File: src/ple_pkg.sv
package ple_pkg;

  localparam int VALUE_W = 32;
  localparam int POS_W   = 8;
  localparam int ACT_W   = 3;
  localparam int STAT_W  = 2;
  localparam int CNT_W   = 6;

  typedef enum logic [ACT_W-1:0] {
    ACT_INS_FRONT = 3'd0,
    ACT_INS_BACK  = 3'd1,
    ACT_INS_AT    = 3'd2,
    ACT_DEL_FRONT = 3'd3,
    ACT_DEL_BACK  = 3'd4,
    ACT_DEL_AT    = 3'd5,
    ACT_READ_AT   = 3'd6
  } action_t;

  typedef enum logic [STAT_W-1:0] {
    ST_DONE    = 2'd0,
    ST_BAD_POS = 2'd1,
    ST_EMPTY   = 2'd2,
    ST_FULL    = 2'd3
  } status_t;

endpackage

File: src/ple_ram.sv
module ple_ram #(
  parameter int WIDTH = 32,
  parameter int DEPTH = 32
) (
  input  logic                     clk,
  input  logic                     we,
  input  logic [$clog2(DEPTH)-1:0] waddr,
  input  logic [WIDTH-1:0]         wdata,
  input  logic [$clog2(DEPTH)-1:0] raddr,
  output logic [WIDTH-1:0]         rdata
);

  logic [WIDTH-1:0] mem [DEPTH];

  always_ff @(posedge clk) begin
    if (we) begin
      mem[waddr] <= wdata;
    end
    rdata <= mem[raddr];
  end

endmodule

File: src/positional_list_engine_unit.sv
// Ordered list of up to CAPACITY signed 32-bit entries held in one RAM with
// a registered read port. Each input word is one request (insert front, back
// or at a 1-based position, delete front, back or at a position, read at a
// position) and gives exactly one result word with status, read value and the
// new entry count. Requests are handled one at a time. A request that fails,
// or an insert or delete that moves no entries, goes straight to S_DONE; one
// that moves entries passes through S_SHIFT, where one entry is moved through
// the RAM per cycle, and an insert then writes its value in S_FILL. A read
// waits in S_RDWAIT for the registered RAM data. The next request is taken
// while the previous result still waits at the output.
module positional_list_engine_unit
  import ple_pkg::*;
#(
  parameter int CAPACITY = 32
) (
  input  logic        clk,
  input  logic        rst_n,
  input  logic        in_tvalid,
  output logic        in_tready,
  input  logic [39:0] in_tdata,   // value[31:0], position[39:32]
  input  logic [2:0]  in_tuser,   // action[2:0]
  output logic        out_tvalid,
  input  logic        out_tready,
  output logic [39:0] out_tdata,  // read_value[31:0], entry_count[37:32], zero[39:38]
  output logic [1:0]  out_tuser   // status[1:0]
);

  localparam int AW = $clog2(CAPACITY);
  localparam int CW = $clog2(CAPACITY + 1);
  localparam int PW = POS_W + 1;

  typedef enum logic [4:0] {
    S_IDLE   = 5'b00001,
    S_SHIFT  = 5'b00010,
    S_FILL   = 5'b00100,
    S_RDWAIT = 5'b01000,
    S_DONE   = 5'b10000
  } state_t;

  state_t               state_r, state_nxt;
  logic [CW-1:0]        count_r, count_nxt;
  logic [AW-1:0]        ptr_r, ptr_nxt;
  logic [AW-1:0]        idx_r, idx_nxt;
  logic [VALUE_W-1:0]   val_r, val_nxt;
  logic                 ins_r, ins_nxt;
  status_t              st_r, st_nxt;
  logic [VALUE_W-1:0]   rd_r, rd_nxt;
  logic                 out_valid_r, out_valid_nxt;
  logic [39:0]          out_data_r, out_data_nxt;
  logic [STAT_W-1:0]    out_user_r, out_user_nxt;

  logic                 we_c;
  logic [AW-1:0]        waddr_c;
  logic [VALUE_W-1:0]   wdata_c;
  logic [AW-1:0]        raddr_c;
  logic [VALUE_W-1:0]   rdata;

  action_t              act;
  logic [POS_W-1:0]     pos;
  logic [PW-1:0]        pos_w;
  logic [PW-1:0]        cnt_w;
  logic                 full;
  logic                 empty;
  logic [AW-1:0]        pos_idx;
  logic [CW+CNT_W-1:0]  cnt_ext;

  ple_ram #(
    .WIDTH(VALUE_W),
    .DEPTH(CAPACITY)
  ) u_ram (
    .clk   (clk),
    .we    (we_c),
    .waddr (waddr_c),
    .wdata (wdata_c),
    .raddr (raddr_c),
    .rdata (rdata)
  );

  assign act     = action_t'(in_tuser);
  assign pos     = in_tdata[39:32];
  assign pos_w   = PW'(pos);
  assign cnt_w   = PW'(count_r);
  assign full    = (count_r == CW'(CAPACITY));
  assign empty   = (count_r == '0);
  assign pos_idx = AW'(pos - POS_W'(1));
  assign cnt_ext = (CW+CNT_W)'(count_r);

  assign in_tready  = (state_r == S_IDLE);
  assign out_tvalid = out_valid_r;
  assign out_tdata  = out_data_r;
  assign out_tuser  = out_user_r;

  always_comb begin
    state_nxt     = state_r;
    count_nxt     = count_r;
    ptr_nxt       = ptr_r;
    idx_nxt       = idx_r;
    val_nxt       = val_r;
    ins_nxt       = ins_r;
    st_nxt        = st_r;
    rd_nxt        = rd_r;
    out_valid_nxt = out_valid_r;
    out_data_nxt  = out_data_r;
    out_user_nxt  = out_user_r;
    we_c          = 1'b0;
    waddr_c       = idx_r;
    wdata_c       = val_r;
    raddr_c       = ptr_r;

    if (out_valid_r && out_tready) begin
      out_valid_nxt = 1'b0;
    end

    case (state_r)
      S_IDLE: begin
        if (in_tvalid) begin
          st_nxt    = ST_DONE;
          rd_nxt    = '0;
          val_nxt   = in_tdata[31:0];
          state_nxt = S_DONE;
          case (act)
            ACT_INS_FRONT, ACT_INS_BACK, ACT_INS_AT: begin
              if (full) begin
                st_nxt = ST_FULL;
              end else if (act == ACT_INS_AT &&
                           (pos_w == '0 || pos_w > cnt_w + PW'(1))) begin
                st_nxt = ST_BAD_POS;
              end else begin
                case (act)
                  ACT_INS_FRONT: idx_nxt = '0;
                  ACT_INS_BACK:  idx_nxt = AW'(count_r);
                  default:       idx_nxt = pos_idx;
                endcase
                ins_nxt = 1'b1;
                if (CW'(idx_nxt) < count_r) begin
                  raddr_c   = AW'(count_r - CW'(1));
                  ptr_nxt   = AW'(count_r);
                  state_nxt = S_SHIFT;
                end else begin
                  we_c      = 1'b1;
                  waddr_c   = idx_nxt;
                  wdata_c   = in_tdata[31:0];
                  count_nxt = count_r + CW'(1);
                end
              end
            end
            ACT_DEL_FRONT, ACT_DEL_BACK, ACT_DEL_AT, ACT_READ_AT: begin
              if (empty) begin
                st_nxt = ST_EMPTY;
              end else if ((act == ACT_DEL_AT || act == ACT_READ_AT) &&
                           (pos_w == '0 || pos_w > cnt_w)) begin
                st_nxt = ST_BAD_POS;
              end else if (act == ACT_READ_AT) begin
                raddr_c   = pos_idx;
                state_nxt = S_RDWAIT;
              end else begin
                case (act)
                  ACT_DEL_FRONT: idx_nxt = '0;
                  ACT_DEL_BACK:  idx_nxt = AW'(count_r - CW'(1));
                  default:       idx_nxt = pos_idx;
                endcase
                ins_nxt = 1'b0;
                if (CW'(idx_nxt) + CW'(1) < count_r) begin
                  raddr_c   = idx_nxt + AW'(1);
                  ptr_nxt   = idx_nxt;
                  state_nxt = S_SHIFT;
                end else begin
                  count_nxt = count_r - CW'(1);
                end
              end
            end
            default: begin
            end
          endcase
        end
      end
      S_SHIFT: begin
        we_c    = 1'b1;
        waddr_c = ptr_r;
        wdata_c = rdata;
        if (ins_r) begin
          if (ptr_r - AW'(1) == idx_r) begin
            state_nxt = S_FILL;
          end else begin
            raddr_c = ptr_r - AW'(1) - AW'(1);
            ptr_nxt = ptr_r - AW'(1);
          end
        end else begin
          if (CW'(ptr_r) + CW'(1) == count_r - CW'(1)) begin
            count_nxt = count_r - CW'(1);
            state_nxt = S_DONE;
          end else begin
            raddr_c = ptr_r + AW'(1) + AW'(1);
            ptr_nxt = ptr_r + AW'(1);
          end
        end
      end
      S_FILL: begin
        we_c      = 1'b1;
        waddr_c   = idx_r;
        wdata_c   = val_r;
        count_nxt = count_r + CW'(1);
        state_nxt = S_DONE;
      end
      S_RDWAIT: begin
        rd_nxt    = rdata;
        state_nxt = S_DONE;
      end
      S_DONE: begin
        if (!out_valid_r || out_tready) begin
          out_valid_nxt = 1'b1;
          out_data_nxt  = {2'b00, cnt_ext[CNT_W-1:0], rd_r};
          out_user_nxt  = st_r;
          state_nxt     = S_IDLE;
        end
      end
      default: begin
        state_nxt = S_IDLE;
      end
    endcase
  end

  always_ff @(posedge clk) begin
    if (!rst_n) begin
      state_r     <= S_IDLE;
      count_r     <= '0;
      out_valid_r <= 1'b0;
    end else begin
      state_r     <= state_nxt;
      count_r     <= count_nxt;
      out_valid_r <= out_valid_nxt;
    end
  end

  always_ff @(posedge clk) begin
    ptr_r      <= ptr_nxt;
    idx_r      <= idx_nxt;
    val_r      <= val_nxt;
    ins_r      <= ins_nxt;
    st_r       <= st_nxt;
    rd_r       <= rd_nxt;
    out_data_r <= out_data_nxt;
    out_user_r <= out_user_nxt;
  end

endmodule

File: config.mk
export PLATFORM = sky130hd
export DESIGN_NAME = positional_list_engine_unit
export DESIGN_NICKNAME = d
export VERILOG_FILES = /design/src/ple_pkg.sv /design/src/ple_ram.sv /design/src/positional_list_engine_unit.sv
export SDC_FILE = /design/constraint.sdc
export NUM_CORES = 2
export LEC_CHECK = 0
export ABC_AREA = 1
export BUFFER_PORTS_ARGS = -buffer_cell sky130_fd_sc_hd__buf_2
export CELL_PAD_IN_SITES_DETAIL_PLACEMENT = 0
export CELL_PAD_IN_SITES_GLOBAL_PLACEMENT = 1
export CORE_MARGIN = 10
export CORE_UTILIZATION = 53
export CTS_BUF_LIST = sky130_fd_sc_hd__clkbuf_2
export DETAILED_ROUTE_END_ITERATION = 8
export GPL_TIMING_DRIVEN = 0
export PLACE_DENSITY_LB_ADDON = 0.12
export REMOVE_ABC_BUFFERS = 1
export SYNTH_ARGS = -nofsm -noshare
export SYNTH_HDL_FRONTEND = slang
export SYNTH_SLANG_ARGS = --single-unit
File: constraint.sdc
create_clock -name clk -period 5.29 [get_ports clk]
set_input_delay 0.529 -clock clk [delete_from_list [all_inputs] [get_ports clk]]
set_output_delay 0.529 -clock clk [all_outputs]
set_load 0.01 [all_outputs]
==> metrics.cfg <==
[power]
power_density_mw_per_mm2=663
peakVddDrop_v=0.000498
power.total_mw=39.9
power_leakage_nw=23.1

[hold_path]
hold_end=val_r[29]$_DFFE_PP_
hold_depth=3
hold_path_startpoint=in_tdata[29]
hp-class=input pin to flip-flop

[die]
ios=91
start_util_pct=53.4
die_w_um=329
core_mm2=0.0950
fp.dieH_um=329
rows=113
die_area_mm2=0.108

[detailed_routing]
first_pass_iters=6
viasPerCell=6.09
wirelength_mm=172
drtIter0Drc=5149
route.detailed.drc=0
via_count=38900
ant_nets=0
wl_per_cell_um=27.0

[layout]
layout-drive-gt1-share_pct=19.3
nFillCells=7551
mostFrequentLayoutCells=nand3_1 (1,409), edfxtp_1 (1,141), nand2_1 (817)
final_nets=4979
syn2layout_area_growth_pct=18.7
final_common_cell=nand3_1

[logic_synthesis]
synth_xor_area_share_pct=0.442
synth_top_family_by_area=simple AND/OR/NAND/NOR gates
seq_area_frac_synth_pct=69.3
synthSimpleGateAreaFrac_pct=22.4
synth-compound-area-share_pct=2.30
synth.distinct_cells=51
yosys.area.top_type_share_pct=67.6
yosysTopAreaCell=edfxtp_1
synthMuxAreaShare_pct=0
synth_area_leaders=edfxtp_1 (68%), nand3_1 (14%), nand2_1 (6.2%), buf_2 (1.8%), dfxtp_1 (1.7%)
syn_area_mm2=0.0507
synthCells=4452
yosys.area_share.adder_pct=0.814
synth_edf_count=1141
synthFlopType=edfxtp_1
synth_area_per_cell_um2=11.4
async_reset_ff_share_pct=0
ys_seq_elements=1185
synth_warnings=0

[clock_network]
cts_tree=built
cts_sinks=1185
cts_inserted_buffers=315
cts_max_path_buffers=4
clk_pin_slew_ps=90
cts_max_level=5
clockRootBuffer=clkbuf_2
worstSkewPairLatency_ps=1660

[grt]
grt_usage_pct=31.1
grt_antenna_before_repair=2
grt_pass1_vias=36700
grt_pass1_wl_mm=246
grt_overflow=0
grt_max_degree=70

[placed_design]
dp.final_hpwl_mm=94.6
place.gp.congestion=0.899
io_buffer_count=88

[timing]
min_period_over_period_pct=97.1
setup_violations=0
finalHoldViolCount=0
worst_pin_slew_ps=1180
setup-tns-final_ps=0
skew_ps=231
maxSlewHeadroom_pct=21.6
fmax_mhz=195
slew_violations=0
min_period_ps=5140

[setup_path]
reg2reg_from=count_r[3]$_SDFFE_PN0P_
crit_required_ps=6430
worst-path-max-fanout=26
regToRegEndpoint=u_ram.mem[31][19]$_DFFE_PP_
rr_worst_depth=26
crit_arrival_ps=6280
cp-start-kind=flip-flop
rrSetupSlack_ps=150
worstSetupPathType=flip-flop to flip-flop
critPathCaptureType=flip-flop

[status]
outcome=finished clean

[run]
cap_violations=0

==> synthesized netlist by cell type (34+ instances only) <==
master	number
buf_4	41
nand3_1	1409
clkbuf_1	79
dfxtp_1	44
edfxtp_1	1141
o21ai_0	85
inv_1	212
nor2_1	158
buf_2	179
nand3b_1	34
a22oi_1	36
nand2_1	833
==> metrics by stage <==
stage	worst slack [ps]	hold WS, ps	utilization [%]	cells	area, µm²
2_1_floorplan	-14880	400	-	4148	49200
3_3_place_gp	-39440	402	53.9	5501	51200
6_report	152	170	63.4	6377	60200
5_1_grt	-9.04	84.7	63.4	6377	60200
3_5_place_dp	-1530	405	58.1	5668	55200
4_1_cts	39.1	2.58	63.1	6362	59900
==> state kept, by name, indices dropped and copies added (netlist names), 5 cells and up <==
register     flops
idx_r            5
count_r          6
state_r          5
u_ram.rdata     32
rd_r            32
u_ram.mem     1024
val_r           32
out_tdata       38
ptr_r            5
==> layer usage <==
layer	track usage (%)	up-vias	wire length (µm)
met1	43.5	18900	67700
met3	7.30	409	20800
li1	-	17000	-
met5	0	-	0
met4	13.4	0	6580
met2	46.2	2522	76800
==> layout make-up <==
cell class,count,area (µm²),area share [%]
clock inverter,58,334,0.555
inverter,230,868,1.44
antenna,1,2.50,0.00416
sequential,1185,35200,58.4
multi-input combinational,2740,13900,23.0
clock buffer,471,2360,3.91
timing repair buffer,427,6040,10.0
tap,1265,1580,2.63
==> cells by family (layout without fill, tap and decap cells) <==
logic type,after synthesis,count (layout)
xor+xnor,23,23
fa+ha+maj,33,33
buf+inv,535,1186
compound gates,194,195
flops,1185,1185
other cells,1,3
simple gates,2481,2487
==> worst max path at each step <==
stage,slack (ps),end,from
5_1_grt,-9,u_ram.mem[8][7]$_DFFE_PP_,count_r[3]$_SDFFE_PN0P_
2_1_floorplan,-14880,u_ram.rdata[0]$_DFF_P_,state_r[2]$_SDFFE_PN0P_
6_report,150,u_ram.mem[31][19]$_DFFE_PP_,count_r[3]$_SDFFE_PN0P_
4_1_cts,40,u_ram.rdata[14]$_DFF_P_,count_r[0]$_SDFFE_PN0P_
3_3_place_gp,-39440,u_ram.rdata[13]$_DFF_P_,state_r[2]$_SDFFE_PN0P_
3_5_place_dp,-1530,u_ram.mem[19][13]$_DFFE_PP_,count_r[0]$_SDFFE_PN0P_
==> where the power goes <==
group	total (mW)	leakage (nW)	switching [mW]	internal, mW
Sequential	13.2	10.7	0.270	12.9
Combinational	20.5	10.3	13.9	6.56
Clock	6.20	2.15	3.67	2.53
==> worst max-delay path, stage by stage (launching register included) <==
cell and delay [ps]:
dfxtp_2 430, inv_2 170, nor3_1 260, xor2_1 250, ha_1 280, a21oi_1 140, nor2_1 50, nor2_1 100
nand2_1 60, nand2_1 50, nand2_1 110, nand2_2 150, nand2_1 120, nor3_4 260, buf_8 210, buf_16 170
inv_4 140, buf_12 200, a21oi_1 170, o21ai_0 110, nand3_1 100, o21ai_2 140, inv_2 160, nand2_2 180
nor2_4 240, buf_12 220, buf_12 220
==> timing repair <==
| item | 4_1_cts | 5_1_grt |
|---|---|---|
| hold buffers | 90 | 0 |
| gates resized for setup | 35 | 19 |
| gates cloned | 21 | 6 |
| setup endpoints to repair | 1056 | 814 |
| endpoints found under the hold margin | 1173 | 0 |
| pin swaps | 36 | 3 |
| buffers inserted | 54 | 8 |
Power figures use the tool's default switching activity.
